==> src/hdl/cmfp_pkg.sv <==
// Types and constants of the cell monitor frame parser.
// No dependencies; used by the top level and its checker.
package cmfp_pkg;

  localparam int ID_W      = 29;
  localparam int VOLT_W    = 16;
  localparam int TEMP_W    = 8;
  localparam int TIME_W    = 32;
  localparam int CNT_W     = 16;
  localparam int OVER_W    = 3;
  localparam int CELLS_W   = 5;
  localparam int POS_W     = 6;
  localparam int CFG_IDX_W = 2;
  localparam int CFG_DAT_W = 29;

  // register indexes of the configuration port
  localparam logic [CFG_IDX_W-1:0] REG_BASE_ID    = 2'd0;
  localparam logic [CFG_IDX_W-1:0] REG_OV_LIMIT   = 2'd1;
  localparam logic [CFG_IDX_W-1:0] REG_CELLS      = 2'd2;
  localparam logic [CFG_IDX_W-1:0] REG_RX_TIMEOUT = 2'd3;

  // register reset values
  localparam logic [ID_W-1:0]    BASE_ID_RST    = '0;
  localparam logic [VOLT_W-1:0]  OV_LIMIT_RST   = 16'hFFFF;
  localparam logic [CELLS_W-1:0] CELLS_RST      = 5'd19;
  localparam logic [VOLT_W-1:0]  RX_TIMEOUT_RST = 16'd1000;

  // identifier offset windows
  localparam logic [ID_W-1:0] OFS_VOLT_LO = 29'd1;
  localparam logic [ID_W-1:0] OFS_VOLT_HI = 29'd5;
  localparam logic [ID_W-1:0] OFS_TEMP_LO = 29'd21;
  localparam logic [ID_W-1:0] OFS_TEMP_HI = 29'd25;

  localparam logic [CNT_W-1:0] CNT_MAX = '1;

  localparam logic FUNC_FRAME = 1'b0;
  localparam logic FUNC_POLL  = 1'b1;

  typedef struct packed {
    logic              func;
    logic [ID_W-1:0]   frame_id;
    logic [63:0]       payload;
    logic [TIME_W-1:0] now_ms;
  } in_t;

  typedef struct packed {
    logic                     accepted;
    logic [OVER_W-1:0]        over_count;
    logic [VOLT_W-1:0]        max_voltage;
    logic [VOLT_W-1:0]        min_voltage;
    logic signed [TEMP_W-1:0] max_temp;
    logic signed [TEMP_W-1:0] min_temp;
    logic                     voltage_link_error;
  } out_t;

endpackage

==> src/hdl/cell_monitor_frame_parser.sv <==
// Top level of the cell monitor frame parser.
// Depends on cmfp_pkg and two instances of cmfp_ram.
//
// Usage
//   Input channel in_valid/in_ready/in_data carries one item: a frame
//   (func = 0) or a time poll (func = 1), each with a millisecond time.
//   Output channel out_valid/out_ready/out_data returns exactly one result
//   per item, in order. Configuration is a write port (cfg_we, cfg_addr,
//   cfg_data); write only while the block is idle.
//   Voltages and over-voltage counters share one RAM, temperatures sit in a
//   second; a valid bit per entry makes entries unwritten since reset read 0.
// Sequence
//   Poll or rejected frame: the result is loaded without any RAM access.
//   Voltage frame: each cell is read and written back in turn, then a scan
//   of all VOLT_CELLS entries; the writes stop early when the frame runs
//   past the last cell. Temperature frame: each sensor slot is written,
//   then the scan of all TEMP_SENSORS entries over the RAM's single read port.
//   One item is worked on at a time; in_ready is high only while idle,
//   which the block enters again as the result is loaded.
// Reset and stalls
//   Reset clears stored values and extremes, restores register defaults and
//   sets the deadline to the default timeout. While out_ready is low the
//   result holds in the output register; the next item may still be taken,
//   but its finished result waits in the sequencer until the register frees.
module cell_monitor_frame_parser #(
  parameter int VOLT_CELLS   = 19,
  parameter int TEMP_SENSORS = 38
) (
  input  logic                                clk,
  input  logic                                rst,
  input  logic                                cfg_we,
  input  logic [cmfp_pkg::CFG_IDX_W-1:0]      cfg_addr,
  input  logic [cmfp_pkg::CFG_DAT_W-1:0]      cfg_data,
  input  logic                                in_valid,
  output logic                                in_ready,
  input  cmfp_pkg::in_t                       in_data,
  output logic                                out_valid,
  input  logic                                out_ready,
  output cmfp_pkg::out_t                      out_data
);

  localparam int VAW      = $clog2(VOLT_CELLS);
  localparam int TAW      = $clog2(TEMP_SENSORS);
  localparam int SCAN_MAX = (VOLT_CELLS > TEMP_SENSORS) ? VOLT_CELLS : TEMP_SENSORS;
  localparam int SCW      = $clog2(SCAN_MAX + 1);
  localparam int VRAM_W   = cmfp_pkg::VOLT_W + cmfp_pkg::CNT_W;
  localparam logic [SCW-1:0] VLIM = SCW'(VOLT_CELLS);
  localparam logic [SCW-1:0] TLIM = SCW'(TEMP_SENSORS);

  typedef enum logic [2:0] {
    S_IDLE,
    S_VRD,
    S_VWR,
    S_TWR,
    S_SCAN,
    S_DONE
  } state_t;

  state_t state;

  // configuration registers
  logic [cmfp_pkg::ID_W-1:0]    base_id;
  logic [cmfp_pkg::VOLT_W-1:0]  ov_limit;
  logic [cmfp_pkg::CELLS_W-1:0] cells_in_use;
  logic [cmfp_pkg::VOLT_W-1:0]  rx_timeout;

  // item context
  logic [63:0]                  payload;
  logic [cmfp_pkg::POS_W-1:0]   pos;
  logic [2:0]                   lane;
  logic                         is_volt;
  logic                         accepted;
  logic [cmfp_pkg::OVER_W-1:0]  over_cnt;
  logic                         link_err;
  logic [cmfp_pkg::TIME_W-1:0]  deadline;

  // stored extremes
  logic [cmfp_pkg::VOLT_W-1:0]         vmax;
  logic [cmfp_pkg::VOLT_W-1:0]         vmin;
  logic signed [cmfp_pkg::TEMP_W-1:0]  tmax;
  logic signed [cmfp_pkg::TEMP_W-1:0]  tmin;

  // scan control
  logic [SCW-1:0] sidx;
  logic           scan_pv;
  logic           scan_first;
  logic           scan_issue;

  // valid bits and RAM ports
  logic [VOLT_CELLS-1:0]    vvalid;
  logic [TEMP_SENSORS-1:0]  tvalid;
  logic                     vq_ok;
  logic                     tq_ok;
  logic [VAW-1:0]           vr_addr;
  logic [VAW-1:0]           vw_addr;
  logic                     vw_en;
  logic [VRAM_W-1:0]        vw_data;
  logic [VRAM_W-1:0]        vram_q;
  logic [VRAM_W-1:0]        vq;
  logic [TAW-1:0]           tr_addr;
  logic [TAW-1:0]           tw_addr;
  logic                     tw_en;
  logic [cmfp_pkg::TEMP_W-1:0] tram_q;
  logic [cmfp_pkg::TEMP_W-1:0] tq;

  // per-lane values
  logic [cmfp_pkg::VOLT_W-1:0] v_new;
  logic [cmfp_pkg::TEMP_W-1:0] t_new;
  logic                        over_hit;
  logic [cmfp_pkg::CNT_W-1:0]  cnt_old;
  logic [cmfp_pkg::CNT_W-1:0]  cnt_new;
  logic                        v_in_range;
  logic                        t_in_range;

  // accept-time decode
  logic                        in_fire;
  logic [cmfp_pkg::ID_W:0]     diff;
  logic [cmfp_pkg::ID_W-1:0]   ofs;
  logic                        id_above;
  logic                        volt_frame;
  logic                        temp_frame;
  logic [2:0]                  v_blk;
  logic [4:0]                  t_ofs;
  logic [cmfp_pkg::TIME_W-1:0] deadline_next;

  assign in_ready = (state == S_IDLE);
  assign in_fire  = in_valid && in_ready;

  // offset taken as a difference; a borrow means the identifier is below base
  assign diff     = {1'b0, in_data.frame_id} - {1'b0, base_id};
  assign ofs      = diff[cmfp_pkg::ID_W-1:0];
  assign id_above = !diff[cmfp_pkg::ID_W];
  assign volt_frame = (in_data.func == cmfp_pkg::FUNC_FRAME) && id_above &&
                      (ofs >= cmfp_pkg::OFS_VOLT_LO) && (ofs <= cmfp_pkg::OFS_VOLT_HI);
  assign temp_frame = (in_data.func == cmfp_pkg::FUNC_FRAME) && id_above &&
                      (ofs >= cmfp_pkg::OFS_TEMP_LO) && (ofs <= cmfp_pkg::OFS_TEMP_HI);
  assign v_blk = ofs[2:0] - 3'd1;
  assign t_ofs = ofs[4:0] - cmfp_pkg::OFS_TEMP_LO[4:0];
  assign deadline_next = volt_frame ?
                         (in_data.now_ms + {16'd0, rx_timeout}) : deadline;

  // lane extraction: byte 0 sits in the top bits
  assign v_new = payload[{~lane[1:0], 4'b0000} +: cmfp_pkg::VOLT_W];
  assign t_new = payload[{~lane, 3'b000} +: cmfp_pkg::TEMP_W];

  assign v_in_range = 32'(pos) < VOLT_CELLS;
  assign t_in_range = 32'(pos) < TEMP_SENSORS;

  // entries never written read as zero
  assign vq = vq_ok ? vram_q : '0;
  assign tq = tq_ok ? tram_q : '0;

  assign over_hit = (v_new > ov_limit) && (pos[cmfp_pkg::CELLS_W-1:0] < cells_in_use);
  assign cnt_old  = vq[cmfp_pkg::CNT_W-1:0];
  assign cnt_new  = (over_hit && (cnt_old != cmfp_pkg::CNT_MAX)) ? cnt_old + 1'b1 : cnt_old;

  assign scan_issue = (state == S_SCAN) && (sidx < (is_volt ? VLIM : TLIM));

  always_comb begin
    vr_addr = (state == S_SCAN) ? sidx[VAW-1:0] : pos[VAW-1:0];
    vw_addr = pos[VAW-1:0];
    vw_en   = (state == S_VWR);
    vw_data = {v_new, cnt_new};
    tr_addr = sidx[TAW-1:0];
    tw_addr = pos[TAW-1:0];
    tw_en   = (state == S_TWR) && t_in_range;
  end

  cmfp_ram #(
    .WIDTH (VRAM_W),
    .DEPTH (VOLT_CELLS)
  ) u_volt_ram (
    .clk   (clk),
    .we    (vw_en),
    .waddr (vw_addr),
    .wdata (vw_data),
    .raddr (vr_addr),
    .rdata (vram_q)
  );

  cmfp_ram #(
    .WIDTH (cmfp_pkg::TEMP_W),
    .DEPTH (TEMP_SENSORS)
  ) u_temp_ram (
    .clk   (clk),
    .we    (tw_en),
    .waddr (tw_addr),
    .wdata (t_new),
    .raddr (tr_addr),
    .rdata (tram_q)
  );

  always_ff @(posedge clk) begin
    // valid bit follows the read address with the RAM's latency
    vq_ok      <= vvalid[vr_addr];
    tq_ok      <= tvalid[tr_addr];
    scan_pv    <= scan_issue;
    scan_first <= (sidx == '0);

    if (rst) begin
      state        <= S_IDLE;
      out_valid    <= 1'b0;
      base_id      <= cmfp_pkg::BASE_ID_RST;
      ov_limit     <= cmfp_pkg::OV_LIMIT_RST;
      cells_in_use <= cmfp_pkg::CELLS_RST;
      rx_timeout   <= cmfp_pkg::RX_TIMEOUT_RST;
      deadline     <= {16'd0, cmfp_pkg::RX_TIMEOUT_RST};
      vvalid       <= '0;
      tvalid       <= '0;
      vmax         <= '0;
      vmin         <= '0;
      tmax         <= '0;
      tmin         <= '0;
    end else begin
      if (cfg_we) begin
        case (cfg_addr)
          cmfp_pkg::REG_BASE_ID:    base_id      <= cfg_data;
          cmfp_pkg::REG_OV_LIMIT:   ov_limit     <= cfg_data[cmfp_pkg::VOLT_W-1:0];
          cmfp_pkg::REG_CELLS:      cells_in_use <= cfg_data[cmfp_pkg::CELLS_W-1:0];
          cmfp_pkg::REG_RX_TIMEOUT: rx_timeout   <= cfg_data[cmfp_pkg::VOLT_W-1:0];
          default: ;
        endcase
      end

      // free the output register once the result is taken, unless a
      // finished result reloads it in the same cycle
      if (out_valid && out_ready && (state != S_DONE)) begin
        out_valid <= 1'b0;
      end

      case (state)
        S_IDLE: begin
          if (in_fire) begin
            payload  <= in_data.payload;
            deadline <= deadline_next;
            link_err <= in_data.now_ms > deadline_next;
            accepted <= volt_frame || temp_frame;
            is_volt  <= volt_frame;
            over_cnt <= '0;
            lane     <= '0;
            sidx     <= '0;
            if (volt_frame) begin
              pos   <= {1'b0, v_blk, 2'b00};
              state <= S_VRD;
            end else if (temp_frame) begin
              pos   <= {t_ofs[2:0], 3'b000};
              state <= S_TWR;
            end else begin
              state <= S_DONE;
            end
          end
        end

        S_VRD: begin
          // read issued this cycle; past the last cell drop to the scan
          state <= v_in_range ? S_VWR : S_SCAN;
        end

        S_VWR: begin
          // write back voltage and bumped counter
          vvalid[vw_addr] <= 1'b1;
          if (over_hit) begin
            over_cnt <= over_cnt + 1'b1;
          end
          pos  <= pos + 1'b1;
          lane <= lane + 1'b1;
          state <= (lane[1:0] == 2'd3) ? S_SCAN : S_VRD;
        end

        S_TWR: begin
          if (t_in_range) begin
            tvalid[tw_addr] <= 1'b1;
          end
          pos  <= pos + 1'b1;
          lane <= lane + 1'b1;
          if (lane == 3'd7) begin
            state <= S_SCAN;
          end
        end

        S_SCAN: begin
          if (scan_issue) begin
            sidx <= sidx + 1'b1;
          end
          if (scan_pv) begin
            if (is_volt) begin
              if (scan_first || (vq[VRAM_W-1:cmfp_pkg::CNT_W] > vmax)) begin
                vmax <= vq[VRAM_W-1:cmfp_pkg::CNT_W];
              end
              if (scan_first || (vq[VRAM_W-1:cmfp_pkg::CNT_W] < vmin)) begin
                vmin <= vq[VRAM_W-1:cmfp_pkg::CNT_W];
              end
            end else begin
              if (scan_first || ($signed(tq) > tmax)) begin
                tmax <= $signed(tq);
              end
              if (scan_first || ($signed(tq) < tmin)) begin
                tmin <= $signed(tq);
              end
            end
          end
          if (!scan_issue && !scan_pv) begin
            state <= S_DONE;
          end
        end

        S_DONE: begin
          // hold until the output register is free
          if (!out_valid || out_ready) begin
            out_data.accepted           <= accepted;
            out_data.over_count         <= over_cnt;
            out_data.max_voltage        <= vmax;
            out_data.min_voltage        <= vmin;
            out_data.max_temp           <= tmax;
            out_data.min_temp           <= tmin;
            out_data.voltage_link_error <= link_err;
            out_valid                   <= 1'b1;
            state                       <= S_IDLE;
          end
        end

        default: state <= S_IDLE;
      endcase
    end
  end

endmodule

==> src/hdl/cmfp_ram.sv <==
// Generic single-port-write, single-port-read RAM with registered read data.
// No dependencies.
module cmfp_ram #(
  parameter int WIDTH = 8,
  parameter int DEPTH = 16
) (
  input  logic                     clk,
  input  logic                     we,
  input  logic [$clog2(DEPTH)-1:0] waddr,
  input  logic [WIDTH-1:0]         wdata,
  input  logic [$clog2(DEPTH)-1:0] raddr,
  output logic [WIDTH-1:0]         rdata
);

  logic [WIDTH-1:0] mem [DEPTH];

  always_ff @(posedge clk) begin
    if (we) begin
      mem[waddr] <= wdata;
    end
    rdata <= mem[raddr];
  end

endmodule

==> config.mk <==
export PLATFORM = sky130hd
export DESIGN_NAME = cell_monitor_frame_parser
export DESIGN_NICKNAME = d
export VERILOG_FILES = /design/src/hdl/cmfp_pkg.sv /design/src/hdl/cell_monitor_frame_parser.sv /design/src/hdl/cmfp_ram.sv
export SDC_FILE = /design/constraint.sdc
export NUM_CORES = 2
export LEC_CHECK = 0
export BUFFER_PORTS_ARGS = -buffer_cell sky130_fd_sc_hd__clkbuf_2
export CORE_AREA = 2 2 303 305
export CTS_CLUSTER_DIAMETER = 100
export DETAILED_ROUTE_END_ITERATION = 16
export DIE_AREA = 0 0 305 307
export PLACE_DENSITY = 0.74
export SYNTH_ARGS = -nofsm -noshare
export SYNTH_HDL_FRONTEND = slang
export SYNTH_SLANG_ARGS = --single-unit
==> constraint.sdc <==
create_clock -name clk -period 9.2 [get_ports clk]
set_input_delay 2.76 -clock clk [delete_from_list [all_inputs] [get_ports clk]]
set_output_delay 2.76 -clock clk [all_outputs]
set_load 0.005 [all_outputs]
==> metrics.txt <==
synth warn=0; vias per inst=5.84; H-Tree Depth=3; Relative slew margins=8.77%; post-CTS sizing=0; Crit. End Element=flip-flop; Reg2Reg Setup Slack=3390 ps; total die area=93,600 um2; Least-Margin Pin Slew=1360 ps; GR Overflow Total=0; pwr/cell area=222 nW/um2; initial antenna violation count=3; Post-CTS Hold Fix Bufs=0; Total GRT Usage=22.3%; register bit count reported by yosys=981; first-pass GRT wire length=161,000 um; Reg clk slew, reported paths=70 ps; critical path class=primary input to flip-flop; Avg Cell Area, Syn=13.8 um2; most frequent cells in the layout=edfxtp_1, nand2_1, nor2_1, dfxtp_1, clkbuf_2; Initial Utilization=48.4%; area of the multi-input gates=15,700 um2; CP Launch Type=primary input; CTS Buf Count=102; Post-CTS Setup Repair Bufs=0; maximum fanout along the worst path=15; post-route cell area=49,800 um2; skew final=20.6 ps; status=finished clean; total wire length=105,000 um; row count=111; predominant post-synthesis flop cell=edfxtp_1; First DRT Iteration DRCs=2,788; number of max-cap violations=0; commonest non-fill, non-tap cell in the layout=edfxtp_1; CP required=9620 ps; I/O Pins=217; Seq/Total Area, Yosys=61.8%; Clk Tree Root Cell=clkbuf_16; Hold WC Path Type=flip-flop to flip-flop; Most Crowded Layer GR=met2; Area growth syn-to-layout=13.6%; pin count of the biggest net entering global routing=98; post-layout util=54.9%; post-DP HPWL=69,600 um; Synth area leader=edfxtp_1; fin cells=4,663; asr flop ratio synth=0%; met3 GRT Util=4.16%; PortBufs=216; r2r worst-path depth=22; synth top area cells=edfxtp_1, dfxtp_1, mux4_2; share of the synthesized area in the top cell type=51.1%; met2 Use GR=35.4%; Final Hold Vio Count=0; core area=90,700 um2; FF-to-FF Start=base_id[0]$_SDFFE_PP0P_; Longest Clk Path Bufs=3; Gate Count Post-Synth=3,179; Lkg Pwr=0.0175 uW; FF+latch area=27,100 um2; RR Endpoint=link_err$_DFFE_PP_; Layout Nets=3,712; CTS tree=done; # DRC=0; Routed Antenna Nets=0; Placer Congestion=0.905; Worst Setup SP=in_data[96]; Tot Pwr=11,000 uW; RSZ-0062 raised after global routing=false; syn_nets=3,500; worst setup path endpoint=link_err$_DFFE_PP_; minimum clock period=7650 ps; die width=305 um; Post-Syn Area=43,900 um2; final setup TNS=0 ps; Synth cell types=96; Placement Cell Area=46,200 um2; Worst Path Arrival=8070 ps; Fill cells=7,165; layout cell share with drive strength beyond 1=20.2%; Clock Latency Late Sink=680 ps; clock sink total=981; Max Fclk=0.131 GHz; period utilization=83.1%; Die H=307 um; ant diodes=0; vias in the first global route=27.1k; final setup violation count=0; vias=27.2k; placed cells=4,473; peak supply drop=175 uV; Avg WL per Cell=22.4 um; 1st-pass router iterations=6; max-slew violations=0; Post-synth EDFFs=746; met1 usage in global routing=31.1%
==> layout make-up <==
class / instances / share of cell area (%)
Clock inverter: 66 / 1.71
Clock buffer: 124 / 5.54
Tap cell: 1186 / 2.98
Sequential cell: 981 / 54.4
Timing Repair Buffer: 262 / 2.88
Multi-Input combinational cell: 1911 / 31.5
Inverter: 133 / 1.00
==> worst min path at each step <==
| stage | startpoint | end | slack (ps) | cells after the start |
|---|---|---|---|---|
| final | link_err$_DFFE_PP_ | out_data[0]$_DFFE_PP_ | 430 | 0 |
| after global routing | link_err$_DFFE_PP_ | out_data[0]$_DFFE_PP_ | 440 | 0 |
| after CTS | link_err$_DFFE_PP_ | out_data[0]$_DFFE_PP_ | 430 | 0 |
| after detailed placement | accepted$_DFFE_PP_ | out_data[52]$_DFFE_PP_ | 410 | 0 |
| after global placement | link_err$_DFFE_PP_ | out_data[0]$_DFFE_PP_ | 410 | 0 |
| after floorplan | link_err$_DFFE_PP_ | out_data[0]$_DFFE_PP_ | 400 | 0 |
==> kinds of logic after synthesis <==
logic type | after synthesis | share of synthesized area, %
AOI/OAI and AO/OA | 444 | 6.89
xor gates and xnor gates | 48 | 0.958
adders and majority gates | 159 | 4.57
buffers and inverters | 287 | 2.64
DFF | 981 | 61.8
muxes | 350 | 13.6
and+or+nand+nor | 910 | 9.51
==> power breakdown <==
part           internal [uW]  total [uW]  switching, uW
Combinational            605        1590            981
Sequential              4990        5080           88.6
Clock                   2630        4390           1760
==> stage by stage <==
stage	setup WS (ps)	hold slack, ps
after floorplan	302	400
after global placement	929	405
after detailed placement	874	405
after CTS	1570	427
after global routing	1170	437
final	1550	427
==> layer usage <==
metal	vias to the layer above	share of wire, %
met3	197	8.2
met5	-	0.020
met2	1136	46
met4	4	3.2
li1	12400	-
met1	13500	42
==> Yosys cell counts (22+ instances only) <==
| master | number |
|---|---|
| a21o_1 | 30 |
| a21oi_1 | 120 |
| and2_1 | 36 |
| buf_1 | 23 |
| buf_2 | 23 |
| clkbuf_1 | 100 |
| dfxtp_1 | 235 |
| edfxtp_1 | 746 |
| ha_1 | 157 |
| inv_1 | 132 |
| mux2i_1 | 140 |
| mux4_2 | 197 |
| nand2_1 | 306 |
| nand3_1 | 83 |
| nand4_1 | 33 |
| nor2_1 | 303 |
| nor2b_1 | 23 |
| nor3_1 | 22 |
| o211ai_1 | 25 |
| o21a_1 | 44 |
| o21ai_0 | 97 |
| xnor2_1 | 24 |
| xor2_1 | 24 |
==> worst max-delay path, cell delays in order <==
cell and delay (ps):
clkbuf_2 70, inv_1 40, ha_1 220, fa_1 420, nor2b_1 330, o21ai_4 120
a211oi_4 400, or2_2 220, xnor2_1 120, nand4_1 200, a2111oi_2 480, and4_2 560
buf_4 320, mux2i_1 220, ha_1 260, o21a_1 110, o21a_1 160, o21a_1 160
o21a_1 160, o21a_1 160, o21a_1 160, o21ai_0 120, a21boi_0 120, a2bb2oi_1 140
==> sequential cells by signal, indices dropped and copies added, names as in the netlist, 19 cells and up <==
register        cells
base_id            29
deadline           32
out_data           53
payload            64
tvalid             38
u_temp_ram.mem    304
u_volt_ram.mem    304
vvalid             19
No activity file was read; power rests on OpenSTA's default activity.
